===== config.mk =====
export PLATFORM = sky130hd
export DESIGN_NAME = accel_magnitude_history_core
export DESIGN_NICKNAME = d
export VERILOG_FILES = /design/src/rtl/amh_pkg.sv /design/src/rtl/accel_magnitude_history_core.sv /design/src/rtl/amh_isqrt.sv /design/src/rtl/amh_history.sv
export SDC_FILE = /design/constraint.sdc
export NUM_CORES = 2
export LEC_CHECK = 0
export BUFFER_PORTS_ARGS = -buffer_cell sky130_fd_sc_hd__buf_2
export CORE_MARGIN = 2
export CORE_UTILIZATION = 45
export DETAILED_ROUTE_END_ITERATION = 10
export PLACE_DENSITY_LB_ADDON = 0.1
export SLEW_MARGIN = 5
export SYNTH_ARGS = -nofsm -noshare
export SYNTH_HDL_FRONTEND = slang
export SYNTH_SLANG_ARGS = --single-unit

===== constraint.sdc =====
create_clock -name clk -period 86.5 [get_ports clk]
set_input_delay 17.3 -clock clk [delete_from_list [all_inputs] [get_ports clk]]
set_output_delay 17.3 -clock clk [all_outputs]
set_load 0.05 [all_outputs]

===== src/rtl/amh_pkg.sv =====
// amh_pkg: shared widths, command codes and the range scale table for the
// acceleration magnitude history block. No dependencies.
`default_nettype none

package amh_pkg;

  // history depth (entries kept, newest first)
  localparam int HISTORY_DEPTH = 16;
  localparam int HIST_IDX_W    = (HISTORY_DEPTH > 1) ? $clog2(HISTORY_DEPTH) : 1;

  // field widths
  localparam int AXIS_W  = 16;
  localparam int TIME_W  = 32;
  localparam int INDEX_W = 4;
  localparam int MAG_W   = 25;
  localparam int RANGE_W = 2;

  // datapath widths
  localparam int SUM_W      = 2 * AXIS_W;     // x^2 + y^2 + z^2 fits 32 bits
  localparam int FRAC_BITS  = 8;              // root fraction bits
  localparam int RAD_W      = SUM_W + 2 * FRAC_BITS;
  localparam int ROOT_W     = RAD_W / 2;
  localparam int REM_W      = ROOT_W + 2;
  localparam int SCALE_W    = 9;
  localparam int MUL_A_W    = ROOT_W;
  localparam int MUL_B_W    = AXIS_W;
  localparam int PROD_W     = MUL_A_W + MUL_B_W;

  // command codes
  localparam logic CMD_SAMPLE = 1'b0;
  localparam logic CMD_READ   = 1'b1;

  // range step in units of 0.0001 g, indexed by range_code
  localparam logic [SCALE_W-1:0] RANGE_SCALE [4] = '{
    9'd39, 9'd78, 9'd156, 9'd312
  };

endpackage

`default_nettype wire


===== src/rtl/accel_magnitude_history_core.sv =====
// accel_magnitude_history_core: top level, sequencer around one shared
// multiplier and the iterative square root. Uses amh_pkg, amh_isqrt, amh_history.
`default_nettype none

// usage
//   input channel: in_valid / in_stall with cmd, accel_x/y/z, sample_time and
//   history_index. a request is taken when in_valid is high and in_stall low.
//   cmd sample computes sqrt(x^2+y^2+z^2) with 8 fraction bits, scales it by
//   the range step (0.0001 g units) and pushes magnitude and time into the
//   newest-first history; cmd read returns the entry at history_index.
//   output channel: out_valid / out_stall with magnitude and magnitude_time,
//   one result per request, held steady while out_stall is high.
//   config channel: cfg_valid / cfg_ready with cfg_data = range_code; always
//   ready, write only while the block is idle.
//   timing: a sample reaches the output register through these steps, in
//   order: the three squares and their sum, a state to start the root,
//   the 24 one-bit root steps, one to see the root done, one multiplier pass
//   for the range step, one to drop the fraction and one to load the result.
//   a read goes straight to the load. in_stall drops the cycle after the load,
//   so a new request is taken only once the last result is loaded. a stalled
//   result holds the next request at the output register with in_stall high.
//   reset: synchronous, clears the history to zeros, range_code to 0 and
//   empties the output register.

module accel_magnitude_history_core (
  input  wire logic                              clk,
  input  wire logic                              rst,
  // configuration
  input  wire logic                              cfg_valid,
  output logic                                   cfg_ready,
  input  wire logic [amh_pkg::RANGE_W-1:0]       cfg_data,
  // request channel
  input  wire logic                              in_valid,
  output logic                                   in_stall,
  input  wire logic                              cmd,
  input  wire logic signed [amh_pkg::AXIS_W-1:0] accel_x,
  input  wire logic signed [amh_pkg::AXIS_W-1:0] accel_y,
  input  wire logic signed [amh_pkg::AXIS_W-1:0] accel_z,
  input  wire logic [amh_pkg::TIME_W-1:0]        sample_time,
  input  wire logic [amh_pkg::INDEX_W-1:0]       history_index,
  // result channel
  output logic                                   out_valid,
  input  wire logic                              out_stall,
  output logic [amh_pkg::MAG_W-1:0]              magnitude,
  output logic [amh_pkg::TIME_W-1:0]             magnitude_time
);

  typedef enum logic [2:0] {
    S_IDLE,
    S_SQUARE,
    S_ROOT_START,
    S_ROOT_WAIT,
    S_SCALE,
    S_RESULT,
    S_DONE
  } state_t;

  state_t state;

  logic [amh_pkg::RANGE_W-1:0]  range_code;
  logic                         cmd_q;
  logic [amh_pkg::AXIS_W-1:0]   ax, ay, az;
  logic [amh_pkg::TIME_W-1:0]   time_q;
  logic [1:0]                   axis_cnt;
  logic [amh_pkg::SUM_W-1:0]    acc;
  logic [amh_pkg::PROD_W-1:0]   prod_q;
  logic [amh_pkg::MAG_W-1:0]    res_mag;
  logic [amh_pkg::TIME_W-1:0]   res_time;

  logic                         in_take;
  logic                         out_free;
  logic                         hist_shift;
  logic [amh_pkg::MUL_A_W-1:0]  mul_a;
  logic [amh_pkg::MUL_B_W-1:0]  mul_b;
  logic [amh_pkg::PROD_W-1:0]   mul_p;

  logic                         sq_start;
  logic                         sq_busy;
  logic                         sq_done;
  logic [amh_pkg::ROOT_W-1:0]   sq_root;
  logic [amh_pkg::MAG_W-1:0]    rd_mag;
  logic [amh_pkg::TIME_W-1:0]   rd_time;

  assign cfg_ready  = 1'b1;
  assign in_stall   = (state != S_IDLE);
  assign in_take    = in_valid && !in_stall;
  assign out_free   = !out_valid || !out_stall;
  assign hist_shift = (state == S_DONE) && out_free && (cmd_q == amh_pkg::CMD_SAMPLE);
  assign sq_start   = (state == S_ROOT_START);

  // shared multiplier: squares of the axes, then root times range step
  always_comb begin
    mul_a = amh_pkg::MUL_A_W'(ax);
    mul_b = ax;
    if (state == S_SCALE) begin
      mul_a = sq_root;
      mul_b = amh_pkg::MUL_B_W'(amh_pkg::RANGE_SCALE[range_code]);
    end else begin
      case (axis_cnt)
        2'd0: begin
          mul_a = amh_pkg::MUL_A_W'(ax);
          mul_b = ax;
        end
        2'd1: begin
          mul_a = amh_pkg::MUL_A_W'(ay);
          mul_b = ay;
        end
        2'd2: begin
          mul_a = amh_pkg::MUL_A_W'(az);
          mul_b = az;
        end
        default: begin
          mul_a = '0;
          mul_b = '0;
        end
      endcase
    end
    mul_p = amh_pkg::PROD_W'(mul_a) * amh_pkg::PROD_W'(mul_b);
  end

  // configuration register
  always_ff @(posedge clk) begin
    if (rst) begin
      range_code <= '0;
    end else if (cfg_valid && cfg_ready) begin
      range_code <= cfg_data;
    end
  end

  // sequencer and output register
  always_ff @(posedge clk) begin
    if (rst) begin
      state     <= S_IDLE;
      out_valid <= 1'b0;
      axis_cnt  <= '0;
    end else begin
      // in S_DONE the output register is refilled below
      if (out_valid && !out_stall && state != S_DONE) begin
        out_valid <= 1'b0;
      end
      case (state)
        S_IDLE: begin
          if (in_take) begin
            axis_cnt <= '0;
            state    <= (cmd == amh_pkg::CMD_READ) ? S_DONE : S_SQUARE;
          end
        end
        // product of one axis per cycle, summed in the following cycle
        S_SQUARE: begin
          axis_cnt <= axis_cnt + 2'd1;
          if (axis_cnt == 2'd3) begin
            state <= S_ROOT_START;
          end
        end
        S_ROOT_START: begin
          state <= S_ROOT_WAIT;
        end
        S_ROOT_WAIT: begin
          if (sq_done) begin
            state <= S_SCALE;
          end
        end
        S_SCALE: begin
          state <= S_RESULT;
        end
        S_RESULT: begin
          state <= S_DONE;
        end
        S_DONE: begin
          if (out_free) begin
            out_valid <= 1'b1;
            state     <= S_IDLE;
          end
        end
        default: begin
          state <= S_IDLE;
        end
      endcase
    end
  end

  // datapath registers
  always_ff @(posedge clk) begin
    if (in_take) begin
      cmd_q    <= cmd;
      ax       <= accel_x[amh_pkg::AXIS_W-1] ? (~accel_x + 1'b1) : accel_x;
      ay       <= accel_y[amh_pkg::AXIS_W-1] ? (~accel_y + 1'b1) : accel_y;
      az       <= accel_z[amh_pkg::AXIS_W-1] ? (~accel_z + 1'b1) : accel_z;
      time_q   <= sample_time;
      res_mag  <= rd_mag;
      res_time <= rd_time;
    end
    if (state == S_SQUARE) begin
      prod_q <= mul_p;
      acc    <= (axis_cnt == 2'd0) ? '0 : acc + prod_q[amh_pkg::SUM_W-1:0];
    end
    if (state == S_SCALE) begin
      prod_q <= mul_p;
    end
    // drop the root's fraction after scaling
    if (state == S_RESULT) begin
      res_mag  <= prod_q[amh_pkg::MAG_W+amh_pkg::FRAC_BITS-1:amh_pkg::FRAC_BITS];
      res_time <= time_q;
    end
    if (state == S_DONE && out_free) begin
      magnitude      <= res_mag;
      magnitude_time <= res_time;
    end
  end

  amh_isqrt u_isqrt (
    .clk      (clk),
    .rst      (rst),
    .start    (sq_start),
    .radicand ({acc, {(2 * amh_pkg::FRAC_BITS){1'b0}}}),
    .busy     (sq_busy),
    .done     (sq_done),
    .root     (sq_root)
  );

  amh_history u_history (
    .clk        (clk),
    .rst        (rst),
    .shift_en   (hist_shift),
    .shift_mag  (res_mag),
    .shift_time (res_time),
    .rd_index   (history_index),
    .rd_mag     (rd_mag),
    .rd_time    (rd_time)
  );

  a_busy_after_take: assert property (@(posedge clk) disable iff (rst)
    in_take |=> in_stall) else $error("request taken but block not busy");
  a_root_only_waiting: assert property (@(posedge clk) disable iff (rst)
    sq_busy |-> (state == S_ROOT_WAIT)) else $error("root running outside wait");
  a_out_hold: assert property (@(posedge clk) disable iff (rst)
    out_valid && out_stall |=>
      out_valid && $stable(magnitude) && $stable(magnitude_time))
    else $error("result changed while stalled");

endmodule

`default_nettype wire


===== src/rtl/amh_isqrt.sv =====
// amh_isqrt: iterative integer square root, one root bit per cycle.
// Depends on amh_pkg for widths.
`default_nettype none

module amh_isqrt (
  input  wire logic                          clk,
  input  wire logic                          rst,
  input  wire logic                          start,
  input  wire logic [amh_pkg::RAD_W-1:0]     radicand,
  output logic                               busy,
  output logic                               done,
  output logic      [amh_pkg::ROOT_W-1:0]    root
);

  localparam int CNT_W = $clog2(amh_pkg::ROOT_W + 1);

  logic [amh_pkg::RAD_W-1:0]  rad;
  logic [amh_pkg::REM_W-1:0]  rem;
  logic [CNT_W-1:0]           cnt;

  logic [amh_pkg::REM_W-1:0]  rem_sh;
  logic [amh_pkg::REM_W-1:0]  trial;
  logic                       fits;

  // bring down the next two radicand bits and try root*4+1
  always_comb begin
    rem_sh = {rem[amh_pkg::REM_W-3:0], rad[amh_pkg::RAD_W-1 -: 2]};
    trial  = {root, 2'b01};
    fits   = (rem_sh >= trial);
  end

  always_ff @(posedge clk) begin
    if (rst) begin
      busy <= 1'b0;
      done <= 1'b0;
      cnt  <= '0;
    end else begin
      done <= 1'b0;
      if (start && !busy) begin
        busy <= 1'b1;
        cnt  <= CNT_W'(amh_pkg::ROOT_W);
      end else if (busy) begin
        cnt <= cnt - 1'b1;
        if (cnt == CNT_W'(1)) begin
          busy <= 1'b0;
          done <= 1'b1;
        end
      end
    end
  end

  always_ff @(posedge clk) begin
    if (start && !busy) begin
      rad  <= radicand;
      rem  <= '0;
      root <= '0;
    end else if (busy) begin
      rad  <= {rad[amh_pkg::RAD_W-3:0], 2'b00};
      rem  <= fits ? (rem_sh - trial) : rem_sh;
      root <= {root[amh_pkg::ROOT_W-2:0], fits};
    end
  end

  a_start_idle: assert property (@(posedge clk) disable iff (rst)
    start |-> !busy) else $error("isqrt started while busy");
  a_done_pulse: assert property (@(posedge clk) disable iff (rst)
    done |=> !done) else $error("isqrt done longer than one cycle");
  a_done_after_busy: assert property (@(posedge clk) disable iff (rst)
    done |-> $past(busy)) else $error("isqrt done without work");

endmodule

`default_nettype wire


===== src/rtl/amh_history.sv =====
// amh_history: newest-first shift history of magnitude and timestamp with
// per-entry valid bits so unwritten entries read as zero. Uses amh_pkg.
`default_nettype none

module amh_history (
  input  wire logic                           clk,
  input  wire logic                           rst,
  input  wire logic                           shift_en,
  input  wire logic [amh_pkg::MAG_W-1:0]      shift_mag,
  input  wire logic [amh_pkg::TIME_W-1:0]     shift_time,
  input  wire logic [amh_pkg::INDEX_W-1:0]    rd_index,
  output logic      [amh_pkg::MAG_W-1:0]      rd_mag,
  output logic      [amh_pkg::TIME_W-1:0]     rd_time
);

  logic [amh_pkg::MAG_W-1:0]      mag_mem  [amh_pkg::HISTORY_DEPTH];
  logic [amh_pkg::TIME_W-1:0]     time_mem [amh_pkg::HISTORY_DEPTH];
  logic [amh_pkg::HISTORY_DEPTH-1:0] valid;

  logic [31:0]                       idx_ext;
  logic [amh_pkg::HIST_IDX_W-1:0]    idx;
  logic                              hit;

  always_ff @(posedge clk) begin
    if (rst) begin
      valid <= '0;
    end else if (shift_en) begin
      valid[0] <= 1'b1;
      for (int i = 1; i < amh_pkg::HISTORY_DEPTH; i++) begin
        valid[i] <= valid[i-1];
      end
    end
  end

  always_ff @(posedge clk) begin
    if (shift_en) begin
      mag_mem[0]  <= shift_mag;
      time_mem[0] <= shift_time;
      for (int i = 1; i < amh_pkg::HISTORY_DEPTH; i++) begin
        mag_mem[i]  <= mag_mem[i-1];
        time_mem[i] <= time_mem[i-1];
      end
    end
  end

  // out of range or never written reads as zero
  always_comb begin
    idx_ext = 32'(rd_index);
    idx     = idx_ext[amh_pkg::HIST_IDX_W-1:0];
    hit     = (idx_ext < 32'(amh_pkg::HISTORY_DEPTH)) && valid[idx];
    rd_mag  = hit ? mag_mem[idx]  : '0;
    rd_time = hit ? time_mem[idx] : '0;
  end

endmodule

`default_nettype wire


==> impl_metrics.ini <==
[outcome]
outcome = completed

[global_route]
grt_max_degree = 187
antenna_found_initial = 11
grt-busiest-layer = met2
use_met3 = 0.0325
grt.met2_usage = 0.296
grt_pass1_vias = 35200
use_met1 = 0.281
track_usage = 0.191
grt_pass1_wl_mm = 209
grt_remaining_overflow = 0

[setup_path]
crit_arrival_ns = 22.98
r2r_slack_ns = 77.12
criticalPathCategory = input pin to flop
crit_path_start_kind = input pin
end_kind = flop
crit_fanout = 125
critPathRequiredTime_ns = 86.87

[min_path]
min_path_type = flop to flop

[floorplanning]
start_util = 0.454
die_height_um = 376
rows = 136
boundaryPins = 152
fp.dieW_um = 376
coreArea_mm2 = 0.137
die_area_mm2 = 0.142

[finish]
antenna_cells = 0
fin_nets = 4784
fill_cells = 11700
drive_gt1_frac = 0.177
area.sequential_mm2 = 0.0377
syn2layout_area_growth_pct = 11.9
multi_input_area_mm2 = 0.0226

[routing]
drc_errors = 0
wl_per_cell_um = 21.5
dr.pass1.iters = 6
via_per_inst = 5.48
vias = 33800
wirelength_mm = 133
first_iter_violations = 2905
postRouteAntennaNets = 0

[clock_tree]
clock_sinks = 1283
htreeDepth = 4
cts_buffers = 141
post_cts_buffers = 0
cts_buffer_depth = 3
root_buffer = clkbuf_16
cts_resized = 0
holdBufCountCts = 0
cts_tree = done
clkLatencyLatePin_ns = 0.76
cts.clk_slew.worst_paths_ns = 0.06

[sta]
post-route-min-period_ns = 22.61
worst_pin_slew_ns = 1.27
grt_setup_unrepaired = no
layout_worst_path_cycle_share = 0.261
hold_viol = 0
final.setup.worst_slack_ns = 63.89
skew_ns = 0.0345
max_slew_margin = 0.155
setup_violations = 0
setup_tns_ns = 0
slew_violations = 0
clock.fmax_ghz = 0.0442

[yosys]
synthTopCellsByArea = edfxtp_1, mux4_2, fa_1, ha_1, dfxtp_1
synth_seq_cells = 1283
syn_avg_cell_area_um2 = 15.4
synth_area_leader_cell = edfxtp_1
yosysMostFrequentCell = edfxtp_1
yosys_warnings = 0
synthFlopType = edfxtp_1
netlist_top_cells_count = edfxtp_1, inv_1, nand2_1
synthCells = 4050
synth_edf_count = 1204
syn_area_mm2 = 0.0624
async_flop_share = 0
synth_top_area_frac = 0.579
ys_seq_area_frac = 0.605
synth.distinct_cells = 87

[placed_design]
port_buffers = 150
post-place-ws_ns = 62.94
dp_hpwl_mm = 84.7
gp_congestion = 0.827

[run]
cap_violations = 0
## critical path, cell delays in order
cell and delay, ns:
buf_2 0.13, a21oi_4 0.12, nand2b_1 0.41, inv_8 0.78
buf_4 0.80, buf_4 0.79, buf_4 0.78, buf_4 0.78
buf_4 0.83
## worst paths after layout
path,from,to,cells past startpoint
worst max-delay path,out_stall,u_history.mag_mem[11][9],9
worst min-delay path,u_history.mag_mem[2][0],u_history.mag_mem[3][0],0
worst max register to register,state[1],prod_q[32],29
worst min register to register,u_history.mag_mem[2][0],u_history.mag_mem[3][0],0
## registers in the layout (all words and copies together), names as in the netlist, 32 cells and up
signal              count
u_history.time_mem    512
u_history.mag_mem     400
prod_q                 33
acc                    32
magnitude_time         32
res_time               32
time_q                 32
u_isqrt.rad            32
## cell type report
| class | count | share of cell area |
|---|---|---|
| clock buffers | 181 | 0.0536 |
| well taps | 1794 | 0.0322 |
| flip-flops and latches | 1283 | 0.541 |
| multi-input cells | 2213 | 0.324 |
| repair buffers | 206 | 0.0175 |
| clock inverters | 77 | 0.0106 |
| inverters | 407 | 0.0220 |
## kinds of logic after synthesis
family	Yosys count	share of synthesized area
xor gates and xnor gates	120	0.0168
buffers and inverters	581	0.0360
muxes	335	0.113
AOI/OAI and AO/OA	467	0.0478
and+or+nand+nor	822	0.0589
adders and majority gates	440	0.123
other	2	0.000120
DFF	1283	0.605
## cells in the final DEF (no fill, tap or decap), types with 29 or more instances in the layout
cell / count
nand3_1: 53
clkbuf_16: 144
clkinv_1: 34
fa_1: 288
mux4_2: 289
a21oi_1: 112
xnor2_1: 95
conb_1: 29
edfxtp_1: 1204
o21ai_0: 131
buf_4: 55
a21o_1: 43
nand2_1: 355
mux2_2: 38
nor2_1: 211
buf_2: 146
clkbuf_1: 37
nand2b_1: 76
dfxtp_1: 78
inv_1: 400
ha_1: 151
## through the flow
stage,util,cell area [um2],hold WS [ns],instances
after floorplan,-,62500,0.421,4077
after global placement,0.475,65300,0.422,5903
after detailed placement,0.475,65300,0.427,5903
after CTS,0.508,69800,0.420,6161
after global routing,0.508,69800,0.437,6161
final,0.508,69800,0.427,6161
## layer usage
layer / routed length (um) / up-vias
li1: - / 15300
met1: 62600 / 17500
met2: 60800 / 849
met3: 6760 / 191
met4: 2610 / 0
met5: 0 / -
Power is left out: the tool's default activity adds up to more than one toggle a clock period on the data nets, which glitch-free logic cannot reach.
